==> config.mk <==
export PLATFORM = sky130hd
export DESIGN_NAME = msb_first_bit_packer
export DESIGN_NICKNAME = d
export VERILOG_FILES = /design/src/mfbp_pkg.sv /design/src/msb_first_bit_packer.sv /design/src/mfbp_front.sv /design/src/mfbp_job_fifo.sv /design/src/mfbp_back.sv
export VERILOG_INCLUDE_DIRS = /design/src /design/src/src
export SDC_FILE = /design/constraint.sdc
export NUM_CORES = 1
export LEC_CHECK = 0
export CAP_MARGIN = 25
export CORE_MARGIN = 1
export CORE_UTILIZATION = 65
export DETAILED_ROUTE_END_ITERATION = 7
export DONT_BUFFER_PORTS = 1
export PLACE_DENSITY = 0.81
export SLEW_MARGIN = 30
export SYNTH_ARGS = -nofsm -noshare
export SYNTH_HDL_FRONTEND = slang
export SYNTH_SLANG_ARGS = --single-unit
==> constraint.sdc <==
create_clock -name clk -period 10.4 [get_ports clk]
set_clock_uncertainty 0.05 [all_clocks]
set_input_delay 1.04 -clock clk [delete_from_list [all_inputs] [get_ports clk]]
set_output_delay 1.04 -clock clk [all_outputs]
set_load 0.005 [all_outputs]
==> src/assert_macros.svh <==
// Concurrent assertion wrappers; NO_ASSERTIONS compiles them out.
`ifndef ASSERT_MACROS_SVH
`define ASSERT_MACROS_SVH

`ifndef NO_ASSERTIONS
`define ASSERT_RST(lbl, clk, rst_n, prop, msg) \
  lbl: assert property (@(posedge clk) disable iff (!rst_n) prop) else $error(msg);
`define ASSERT_ALWAYS(lbl, clk, prop, msg) \
  lbl: assert property (@(posedge clk) prop) else $error(msg);
`else
`define ASSERT_RST(lbl, clk, rst_n, prop, msg)
`define ASSERT_ALWAYS(lbl, clk, prop, msg)
`endif

`endif

==> src/mfbp_pkg.sv <==
`timescale 1ns / 1ps
`default_nettype none

package mfbp_pkg;

  localparam int JOB_BYTES = 9;
  localparam int WORD_BYTES = 8;
  localparam int QDEPTH = 2;

  typedef enum logic [1:0] {
    FUNC_BITS  = 2'd0,
    FUNC_WORD  = 2'd1,
    FUNC_FLUSH = 2'd2
  } func_t;

  typedef struct packed {
    logic [JOB_BYTES-1:0][7:0] bytes;
    logic [3:0]                nbytes;
  } job_t;

endpackage

`default_nettype wire

==> src/msb_first_bit_packer.sv <==
// channel  dir  ports                               transfer when
// cfg      in   cfg_valid/ready, cfg_byte_order     cfg_valid & cfg_ready
// in       in   in_valid/ready, func, value, count  in_valid & in_ready
// out      out  out_valid/ready, out_byte, out_last out_valid & out_ready
//
// An item yields 0 to 9 output bytes; one producing no byte pushes no job.
// The output register drains one byte per cycle while out_ready is high, which sets the sustained rate.
// A two-entry job queue lets input transfers continue while the output stalls.
// Synchronous active-low reset clears the pending bits, byte order and queue.
`timescale 1ns / 1ps
`default_nettype none
`include "assert_macros.svh"

module msb_first_bit_packer #(
  parameter int MAX_FIELD_BITS = 32
) (
  input  logic        clk,
  input  logic        rst_n,
  input  logic        cfg_valid,
  output logic        cfg_ready,
  input  logic        cfg_byte_order,
  input  logic        in_valid,
  output logic        in_ready,
  input  logic [1:0]  in_func,
  input  logic [63:0] in_value,
  input  logic [5:0]  in_count,
  output logic        out_valid,
  input  logic        out_ready,
  output logic [7:0]  out_byte,
  output logic        out_last
);
  import mfbp_pkg::*;

  logic q_full;
  logic q_empty;
  logic push;
  logic pop;
  job_t push_job;
  job_t head_job;

  assign cfg_ready = 1'b1;

  mfbp_front #(
    .MAX_FIELD_BITS(MAX_FIELD_BITS)
  ) u_front (
    .clk            (clk),
    .rst_n          (rst_n),
    .cfg_valid      (cfg_valid),
    .cfg_byte_order (cfg_byte_order),
    .in_valid       (in_valid),
    .in_func        (in_func),
    .in_value       (in_value),
    .in_count       (in_count),
    .in_ready       (in_ready),
    .q_full         (q_full),
    .push           (push),
    .push_job       (push_job)
  );

  mfbp_job_fifo u_fifo (
    .clk      (clk),
    .rst_n    (rst_n),
    .push     (push),
    .push_job (push_job),
    .pop      (pop),
    .head_job (head_job),
    .full     (q_full),
    .empty    (q_empty)
  );

  mfbp_back u_back (
    .clk       (clk),
    .rst_n     (rst_n),
    .q_empty   (q_empty),
    .head_job  (head_job),
    .pop       (pop),
    .out_valid (out_valid),
    .out_ready (out_ready),
    .out_byte  (out_byte),
    .out_last  (out_last)
  );

  `ASSERT_ALWAYS(a_out_idle_after_rst, clk, !rst_n |=> !out_valid, "out_valid after reset")
  `ASSERT_RST(a_pop_not_empty, clk, rst_n, pop |-> !q_empty, "pop from empty queue")
  `ASSERT_RST(a_job_rest_queued, clk, rst_n, (out_valid && !out_last) |-> !q_empty, "job tail lost")

endmodule

`default_nettype wire

==> src/mfbp_front.sv <==
`timescale 1ns / 1ps
`default_nettype none

module mfbp_front #(
  parameter int MAX_FIELD_BITS = 32
) (
  input  logic          clk,
  input  logic          rst_n,
  input  logic          cfg_valid,
  input  logic          cfg_byte_order,
  input  logic          in_valid,
  input  logic [1:0]    in_func,
  input  logic [63:0]   in_value,
  input  logic [5:0]    in_count,
  output logic          in_ready,
  input  logic          q_full,
  output logic          push,
  output mfbp_pkg::job_t push_job
);
  import mfbp_pkg::*;

  localparam int CW   = MAX_FIELD_BITS + 7;
  localparam int LW   = ((CW + 7) / 8) * 8;
  localparam int TW   = $clog2(CW + 1);
  localparam int NW   = ((TW > 6) ? TW : 6) + 1;

  logic          byte_order_r;
  logic [6:0]    partial_r, partial_nxt;
  logic [2:0]    pcnt_r, pcnt_nxt;

  logic          accept;
  logic [TW-1:0] c;
  logic [TW-1:0] total;
  logic [TW:0]   shamt;
  logic [CW-1:0] val_m;
  logic [CW-1:0] combined;
  logic [LW-1:0] aligned;
  logic [2:0]    newpc;
  logic [JOB_BYTES-1:0][7:0] bit_bytes;

  logic          pad;
  logic [7:0]    pad_byte;
  logic [3:0]    nb;
  logic [JOB_BYTES-1:0][7:0] word_bytes;

  job_t          job;

  assign in_ready = !q_full;
  assign accept   = in_valid && in_ready;

  // Bit write: append field below pending bits, then left align whole bytes.
  assign c = (NW'(in_count) > NW'(MAX_FIELD_BITS)) ? TW'(MAX_FIELD_BITS) : TW'(in_count);
  assign total    = TW'(pcnt_r) + c;
  assign val_m    = CW'(in_value[MAX_FIELD_BITS-1:0]) & ~({CW{1'b1}} << c);
  assign combined = (CW'(partial_r) << c) | val_m;
  assign shamt    = (TW + 1)'(LW) - (TW + 1)'(total);
  assign aligned  = LW'(combined) << shamt;
  assign newpc    = total[2:0];

  genvar k;
  for (k = 0; k < JOB_BYTES; k++) begin : g_bb
    if (k < LW / 8) begin : g_on
      assign bit_bytes[k] = aligned[LW-1-8*k -: 8];
    end else begin : g_off
      assign bit_bytes[k] = 8'h00;
    end
  end

  // Word write and flush: zero padded partial byte first.
  assign pad      = (pcnt_r != 3'd0);
  assign pad_byte = 8'({1'b0, partial_r}) << (4'd8 - {1'b0, pcnt_r});
  assign nb       = (in_count > 6'(WORD_BYTES)) ? 4'(WORD_BYTES) : in_count[3:0];

  always_comb begin
    logic [3:0] idx;
    logic [3:0] sel;
    for (int j = 0; j < JOB_BYTES; j++) begin
      idx = 4'(j) - {3'b000, pad};
      sel = byte_order_r ? (nb - 4'd1 - idx) : idx;
      if (pad && (j == 0)) begin
        word_bytes[j] = pad_byte;
      end else begin
        word_bytes[j] = in_value[sel[2:0]*8 +: 8];
      end
    end
  end

  always_comb begin
    job.bytes   = word_bytes;
    job.nbytes  = 4'd0;
    partial_nxt = partial_r;
    pcnt_nxt    = pcnt_r;
    unique case (func_t'(in_func))
      FUNC_BITS: begin
        job.bytes   = bit_bytes;
        job.nbytes  = 4'(total >> 3);
        partial_nxt = combined[6:0] & ~(7'h7f << newpc);
        pcnt_nxt    = newpc;
      end
      FUNC_WORD: begin
        job.nbytes  = nb + {3'b000, pad};
        partial_nxt = 7'h00;
        pcnt_nxt    = 3'd0;
      end
      FUNC_FLUSH: begin
        job.nbytes  = {3'b000, pad};
        partial_nxt = 7'h00;
        pcnt_nxt    = 3'd0;
      end
      default: begin
        job.nbytes = 4'd0;
      end
    endcase
  end

  assign push     = accept && (job.nbytes != 4'd0);
  assign push_job = job;

  always_ff @(posedge clk) begin
    if (!rst_n) begin
      byte_order_r <= 1'b0;
      partial_r    <= 7'h00;
      pcnt_r       <= 3'd0;
    end else begin
      if (cfg_valid) begin
        byte_order_r <= cfg_byte_order;
      end
      if (accept) begin
        partial_r <= partial_nxt;
        pcnt_r    <= pcnt_nxt;
      end
    end
  end

endmodule

`default_nettype wire

==> src/mfbp_job_fifo.sv <==
`timescale 1ns / 1ps
`default_nettype none

module mfbp_job_fifo (
  input  logic           clk,
  input  logic           rst_n,
  input  logic           push,
  input  mfbp_pkg::job_t push_job,
  input  logic           pop,
  output mfbp_pkg::job_t head_job,
  output logic           full,
  output logic           empty
);
  import mfbp_pkg::*;

  localparam int PW = $clog2(QDEPTH);

  job_t            mem_r [QDEPTH];
  logic [PW-1:0]   wr_ptr_r, rd_ptr_r;
  logic [PW:0]     cnt_r;

  assign full     = (cnt_r == (PW + 1)'(QDEPTH));
  assign empty    = (cnt_r == '0);
  assign head_job = mem_r[rd_ptr_r];

  always_ff @(posedge clk) begin
    if (push) begin
      mem_r[wr_ptr_r] <= push_job;
    end
  end

  always_ff @(posedge clk) begin
    if (!rst_n) begin
      wr_ptr_r <= '0;
      rd_ptr_r <= '0;
      cnt_r    <= '0;
    end else begin
      if (push) begin
        wr_ptr_r <= wr_ptr_r + PW'(1);
      end
      if (pop) begin
        rd_ptr_r <= rd_ptr_r + PW'(1);
      end
      cnt_r <= cnt_r + (PW + 1)'(push) - (PW + 1)'(pop);
    end
  end

endmodule

`default_nettype wire

==> src/mfbp_back.sv <==
`timescale 1ns / 1ps
`default_nettype none

module mfbp_back (
  input  logic           clk,
  input  logic           rst_n,
  input  logic           q_empty,
  input  mfbp_pkg::job_t head_job,
  output logic           pop,
  output logic           out_valid,
  input  logic           out_ready,
  output logic [7:0]     out_byte,
  output logic           out_last
);
  import mfbp_pkg::*;

  logic [3:0] idx_r, idx_nxt;
  logic       valid_r;
  logic [7:0] byte_r;
  logic       last_r;
  logic       load;
  logic       is_last;

  assign load    = !q_empty && (!valid_r || out_ready);
  assign is_last = ((idx_r + 4'd1) == head_job.nbytes);
  assign pop     = load && is_last;
  assign idx_nxt = is_last ? 4'd0 : idx_r + 4'd1;

  assign out_valid = valid_r;
  assign out_byte  = byte_r;
  assign out_last  = last_r;

  always_ff @(posedge clk) begin
    if (load) begin
      byte_r <= head_job.bytes[idx_r];
      last_r <= is_last;
    end
  end

  always_ff @(posedge clk) begin
    if (!rst_n) begin
      valid_r <= 1'b0;
      idx_r   <= 4'd0;
    end else begin
      if (load) begin
        valid_r <= 1'b1;
        idx_r   <= idx_nxt;
      end else if (out_ready) begin
        valid_r <= 1'b0;
      end
    end
  end

endmodule

`default_nettype wire
==> results of run 1 <==
## through the flow
| step | util (%) | hold WS (ns) |
|---|---|---|
| after global routing | 69.07 | 0.5565 |
| after floorplan | - | 0.4389 |
| final | 69.07 | 0.5231 |
| after global placement | 66.31 | 0.4656 |
| after CTS | 69.04 | 0.5254 |
| after detailed placement | 66.34 | 0.4932 |
## where the power goes
group | leakage, nW | internal [mW] | switching, mW | total, mW
logic | 3.95 | 0.337 | 0.636 | 0.973
registers | 1.65 | 0.883 | 0.0240 | 0.907
clock network | 0.295 | 0.330 | 0.328 | 0.659
total | 5.90 | 1.55 | 0.988 | 2.54
## cell usage after synthesis (8+ instances only)
cell	count	area share, %
nor2b_1	19	0.78
o21a_1	8	0.40
edfxtp_1	161	32
o22ai_1	32	1.3
nand2_1	294	7.3
o21ai_1	13	0.43
buf_6	8	0.59
clkbuf_1	96	2.4
nand2b_1	19	0.78
buf_2	22	0.73
a21oi_1	54	1.8
a21o_1	15	0.74
or3_1	9	0.37
a31oi_1	80	3.3
nand3_1	15	0.50
ha_1	21	1.7
o21ai_0	41	1.4
mux4_2	47	7.0
dfxtp_1	21	2.8
and3_1	60	2.5
o221ai_1	11	0.64
o31ai_1	11	0.55
nor2_1	104	2.6
and2_1	28	1.2
mux2i_1	119	7.9
mux2_2	24	1.8
nor3_1	15	0.50
xnor2_1	14	0.81
a211oi_1	25	1.2
inv_1	38	0.94
o211ai_1	18	0.89
## placed cells by master, fill, tap and decap left out, types with 8 or more instances in the layout
cell / netlist / layout
a31oi_1: 80 / 80
mux2i_1: 119 / 119
a21oi_1: 54 / 51
o221ai_1: 11 / 11
a211oi_1: 25 / 25
nand2b_1: 19 / 18
buf_4: 6 / 17
and3_1: 60 / 60
o21ai_1: 13 / 13
mux4_2: 47 / 47
o211ai_1: 18 / 18
dfxtp_1: 21 / 20
o21a_1: 8 / 8
or3_1: 9 / 9
nand3_1: 15 / 15
o22ai_1: 32 / 32
ha_1: 21 / 20
nor3_1: 15 / 15
nor2_1: 104 / 101
inv_1: 38 / 38
edfxtp_1: 161 / 161
mux2_2: 24 / 24
xnor2_1: 14 / 13
o31ai_1: 11 / 11
and2_1: 28 / 28
a21o_1: 15 / 13
o21ai_0: 41 / 41
clkbuf_16: 0 / 17
nand2_1: 294 / 294
nor2b_1: 19 / 18
## final timing paths
path                                        start            endpoint  slack (ns)
worst max-delay path            u_front.pcnt_r[0]  u_fifo.mem_r[1][6]        5.46
worst min-delay path              u_fifo.cnt_r[0]    u_back.out_valid        0.52
worst max register to register  u_front.pcnt_r[0]  u_fifo.mem_r[1][6]        5.46
worst min register to register    u_fifo.cnt_r[0]    u_back.out_valid        0.52
## metal layers
layer	GRT usage [%]	part of all wire [%]	vias up
li1	-	-	6006
met1	60.07	36	6617
met2	71.64	44	1330
met3	13.34	15	272
met4	20.32	5.4	0
met5	0	0	-
## layout make-up
cell class | count | area [µm²] | area share (%)
Multi-Input combinational cell | 1283 | 9176 | 58.32
Sequential cell | 182 | 5256 | 33.41
Clock buffer | 17 | 425.4 | 2.704
Tap cell | 313 | 391.6 | 2.489
Clock inverter | 15 | 187.7 | 1.193
Timing Repair Buffer | 19 | 150.1 | 0.9543
Inverter | 39 | 146.4 | 0.9304
## cells by family after synthesis
logic type | after synthesis | share of synthesized area (%)
simple gates | 615 | 19.23
compound gates | 427 | 20.35
mux | 192 | 16.80
flops | 182 | 34.69
buf+inv | 180 | 5.270
fa+ha+maj | 25 | 2.131
xor+xnor | 23 | 1.503
other cells | 1 | 0.02476
## sequential cells by signal, indices dropped and copies added, names as in the netlist, named ones only
register and cells:
u_back.idx_r 4, u_back.out_byte 8, u_back.out_last 1, u_back.out_valid 1, u_fifo.cnt_r 2, u_fifo.mem_r 152
u_fifo.rd_ptr_r 1, u_fifo.wr_ptr_r 1, u_front.byte_order_r 1, u_front.partial_r 7, u_front.pcnt_r 3
## worst max-delay path, delay by kind of cell, from the launching register on
kind            cells  cell delay, ns
flops               1            0.65
fa+ha+maj           4            1.33
compound gates      6            1.59
buf+inv             3            0.90
mux                 1            0.17
==> qor.csv, run 1 <==
stage,metric,value,unit
sta,RSZ-0062 raised after global routing,no,
global_route,GRT overflow,0,
detailed_routing,DR WL/cell,29.55,µm
global_route,first-pass GRT wire length,81.54,mm
clock_network,Root Buffer,clkbuf_16,
detailed_routing,Initial DRT Pass Iterations,8,
worst_hold_path,Hold Crit Class,flip-flop to flip-flop,
placed_design,port buffer count,0,
setup_path,R2R cell count,14,
setup_path,CP max-delay cell,dfxtp_1,
sta,fmax,202.3,MHz
setup_path,CP Capture Type,flip-flop,
detailed_routing,Initial DRC Count,2569,
sta,Final min period,4.943,ns
placed_design,area of placed instances,15110,µm²
yosys,syn_nets,1746,
clock_network,post-CTS sizing,0,
yosys,register area share after synthesis,34.69,%
floorplan,full die area,23920,µm²
sta,Slew HR,33.51,%
yosys,Netlist cell types,113,
clock_network,maximum root-to-sink buffer count,2,
floorplan,IO Pins,90,
placed_design,dpl cells,1836,
yosys,Ys Warns,0,
floorplan,starting density of the core,66.50,%
status,violated checks,DRC,
clock_network,clk slew on worst S/H paths,0.08,ns
setup_path,Critical Path Fanout Max,32,
floorplan,Rows,55,
layout,Area Overhead vs Synth,3.874,%
yosys,ys flop type,edfxtp_1,
clock_network,TritonCTS Buffers,17,
sta,# setup viols final,0,
detailed_routing,DRT antenna net count,0,
global_route,all-layer global routing usage,46.14,%
clock_network,CTS tree,built,
detailed_routing,Total Wirelength,55.21,mm
detailed_routing,drt drc,10,
layout,"Cell Count, Final, Fillers Out",1868,
layout,fill cell count,1661,
layout,Final Instance Area,15730,µm²
pwr,Static Leak,5.895,nW
pwr,Power Total,2.538,mW
global_route,largest net degree at the start of global routing,81,
pwr,Power Dens Cells,161.3,nW/µm²
global_route,vias in the first global route,12840,
yosys,Post-Synthesis Cells,1645,
sta,Pins Over Slew Limit,0,
setup_path,Worst Path Arrival,5.10,ns
yosys,synthesized area per cell,9.208,µm²
clock_network,cts hold-fix bufs,0,
sta,post-route setup TNS,0,ns
setup_path,"most used cell, CP",ha_1,
yosys,Netlist Area Pre-Place,15150,µm²
status,outcome,"complete, but fails checks",
layout,share of post-route cells with drive strength above 1,11.90,%
global_route,antenna violations before repair,1,
floorplan,Die W,154.7,µm
setup_path,critical path class,flip-flop to flip-flop,
clock_network,htree depth,4,
setup_path,CP cell instances,"inv_1, ha_1, ha_1, inv_1, ha_1, fa_1, a21oi_2, buf_4, a211oi_1, a31oi_1, mux2i_1, o21ai_0, a2111oi_1, a211oi_2",
setup_path,"slowest stage delay, CP",0.65,ns
clock_network,Setup Buffers After CTS,0,
clock_network,clock sink count,182,
floorplan,Die Ht,154.7,µm
yosys,Yosys reg bits,182,
sta,final hold violation count,0,
setup_path,Startpoint Class,flip-flop,
yosys,"EDFF count, synth",161,
run,Max Cap Viol,0,
worst_hold_path,Min-Delay Path Depth,1,
sta,Worst Tran Pin Value,0.9937,ns
floorplan,Core ar.,22780,µm²
layout,fin nets,1643,
layout,number of diodes,0,
detailed_routing,Via density,7.615,
pwr,VDD IR-drop max,0.1058,mV
placed_design,pre-CTS WS,5.216,ns
setup_path,worst endpoint required time,10.56,ns
sta,PnR worst setup slack,5.457,ns
placed_design,post-DP HPWL,39.64,mm
detailed_routing,detailed-route via count,14230,
sta,ratio of final minimum period to clock period,47.53,%
placed_design,gpl congestion,1.061,
yosys,"FFs w/ async S/R, synth",0,%
clock_network,clk_lat worst skew,0.44,ns
(Power assumes the default switching activity.)
==> run 2, diff against run 1 <==
Clock period 10.4 ns to 4.8 ns, I/O delays scaled along.
==> run 2 against run 1 <==
  * The run still ends with DRC left
  * Largest cell class unchanged
  * Highest routed layer is now met5
  * Critical path type unchanged
  * Clock-buffer cell count stayed put
  * Sequential share of layout area is 0.40 points lower
  * Combinational power rose by 120%
==> qor.csv, run 2 (synthesis results as in run 1) <==
stage,metric,value,unit
detailed_routing,drt drc,1,
sta,final hold violation count,0,
status,violated checks,DRC,
layout,fill cell count,1712,
floorplan,Die Ht,154.7,µm
layout,Area Overhead vs Synth,5.146,%
floorplan,Core ar.,22780,µm²
sta,RSZ-0062 raised after global routing,no,
sta,Worst Tran Pin Value,0.9615,ns
floorplan,Rows,55,
detailed_routing,Initial DRC Count,2467,
sta,Pins Over Slew Limit,0,
layout,fin util,69.92,%
setup_path,"most used cell, CP",ha_1,
setup_path,Worst Path Arrival,4.77,ns
global_route,first-pass GRT wire length,79.17,mm
layout,most frequent cells in the layout,"nand2_1 (294), edfxtp_1 (161), mux2i_1 (119), nor2_1 (101), a31oi_1 (80)",
floorplan,IO Pins,90,
setup_path,CP max-delay cell,a21o_2,
global_route,largest net degree at the start of global routing,81,
layout,fin nets,1659,
setup_path,critical path class,flip-flop to flip-flop,
clock_network,maximum root-to-sink buffer count,2,
layout,"most common cell after layout, fill and taps aside",nand2_1,
setup_path,Crit. Startpoint,u_front.pcnt_r[0],
sta,post-route setup TNS,0,ns
setup_path,CP Capture Type,flip-flop,
setup_path,"slowest stage delay, CP",0.73,ns
placed_design,post-DP HPWL,40.00,mm
status,outcome,"complete, but fails checks",
setup_path,worst endpoint required time,5.00,ns
sta,Final min period,4.563,ns
detailed_routing,detailed-route via count,14030,
sta,fmax,219.2,MHz
clock_network,Root Buffer,clkbuf_16,
placed_design,gpl congestion,1.012,
floorplan,full die area,23920,µm²
global_route,all-layer global routing usage,44.84,%
layout,share of post-route cells with drive strength above 1,12.73,%
floorplan,starting density of the core,66.50,%
global_route,GRT overflow,0,
clock_network,cts hold-fix bufs,0,
setup_path,Startpoint Class,flip-flop,
clock_network,TritonCTS Buffers,17,
sta,ratio of final minimum period to clock period,95.05,%
pwr,VDD IR-drop max,0.2619,mV
setup_path,Setup crit end,u_fifo.mem_r[0][6],
floorplan,Die W,154.7,µm
detailed_routing,Total Wirelength,54.06,mm
setup_path,CP cell instances,"buf_4, inv_1, ha_1, ha_1, inv_1, ha_1, a21o_2, and2_1, a211oi_1, a31oi_1, mux2i_1, o21ai_0, nor2_1, a211oi_2",
global_route,grt met1 use,58.96,%
detailed_routing,DR WL/cell,28.69,µm
global_route,met2 Use GR,69.75,%
global_route,GRT met3 Usage,13.03,%
setup_path,R2R cell count,14,
pwr,Power Dens Cells,345.0,nW/µm²
run,Max Cap Viol,0,
global_route,vias in the first global route,12610,
clock_network,htree depth,4,
placed_design,port buffer count,0,
setup_path,Worst R2R Setup Slack,0.24,ns
global_route,antenna violations before repair,3,
setup_path,reg-to-reg endpoint,u_fifo.mem_r[0][6],
clock_network,clk slew on worst S/H paths,0.08,ns
clock_network,post-CTS sizing,0,
detailed_routing,Initial DRT Pass Iterations,8,
pwr,Static Leak,5.996,nW
layout,Top reg by flops,u_fifo.mem_r,
detailed_routing,Via density,7.448,
detailed_routing,DRT antenna net count,0,
sta,# setup viols final,0,
sta,Slew HR,35.67,%
layout,number of diodes,0,
worst_hold_path,Hold Crit Class,input pin to flip-flop,
global_route,GRT busiest layer,met2,
layout,flip-flop count of the largest register after layout,152,
clock_network,CTS tree,built,
clock_network,clock sink count,182,
setup_path,reg2reg start,u_front.pcnt_r[0],
setup_path,Critical Path Fanout Max,47,
clock_network,Setup Buffers After CTS,0,
clock_network,clk_lat worst skew,0.44,ns
run 2: cell count changes in the layout (fill, tap and decap cells not counted), moves of 2 or more:
cell / before / now
buf_12: 0 / 6
clkinv_8: 4 / 6
buf_4: 17 / 29
inv_8: 5 / 3
clkinv_4: 1 / 4
buf_6: 2 / 0
inv_6: 2 / 0
run 2: worst min path at each step:
stage | from | endpoint | slack [ns] | cells after the start
floorplan | u_front.partial_r[4] | u_front.partial_r[4] | 0.44 | 2
global placement | u_fifo.cnt_r[0] | u_back.out_valid | 0.47 | 1
detailed placement | u_fifo.cnt_r[0] | u_back.out_valid | 0.48 | 1
CTS | rst_n | u_back.out_valid | 0.10 | 1
global route | rst_n | u_back.out_valid | 0.10 | 1
finish | rst_n | u_back.out_valid | 0.12 | 1
run 2: routing by layer:
layer	vias up	routed length [µm]
li1	6057	-
met1	6627	19920
met2	1143	23910
met3	199	7517
met4	6	2668
met5	-	41
run 2: final cells by class:
type / instances / area (µm²) / area share [%]
Multi-Input combinational cell: 1283 / 9170 / 57.58
Sequential cell: 182 / 5256 / 33.00
Clock buffer: 17 / 425.4 / 2.671
Tap cell: 313 / 391.6 / 2.459
Timing Repair Buffer: 35 / 337.8 / 2.121
Clock inverter: 15 / 198.9 / 1.249
Inverter: 39 / 146.4 / 0.9192
run 2: where the power goes:
part / switching (mW) / internal, mW / total (mW)
Clock: 0.703 / 0.716 / 1.42
Sequential: 0.0516 / 1.91 / 1.96
Combinational: 1.35 / 0.759 / 2.11
run 2: metrics by stage:
step / area (µm²) / setup slack, ns / cells / total power, mW / hold WS [ns]
floorplan: 15150 / -0.01216 / 1645 / 3.399 / 0.4389
global placement: 15300 / 0.4748 / 1852 / 3.951 / 0.4650
detailed placement: 15300 / 0.3628 / 1852 / 4.000 / 0.4789
CTS: 15930 / 0.4378 / 1884 / 5.405 / 0.1040
global route: 15930 / 0.1971 / 1884 / 5.638 / 0.1029
finish: 15930 / 0.2375 / 1884 / 5.494 / 0.1205
run 2: worst max-delay path: cells and delay by family (launching register included):
kind | cells | cell delay (ns)
DFF | 1 | 0.30
muxes | 1 | 0.18
buffers and inverters | 3 | 0.40
AOI/OAI and AO/OA | 5 | 2.02
adders and majority gates | 3 | 0.98
and+or+nand+nor | 2 | 0.43
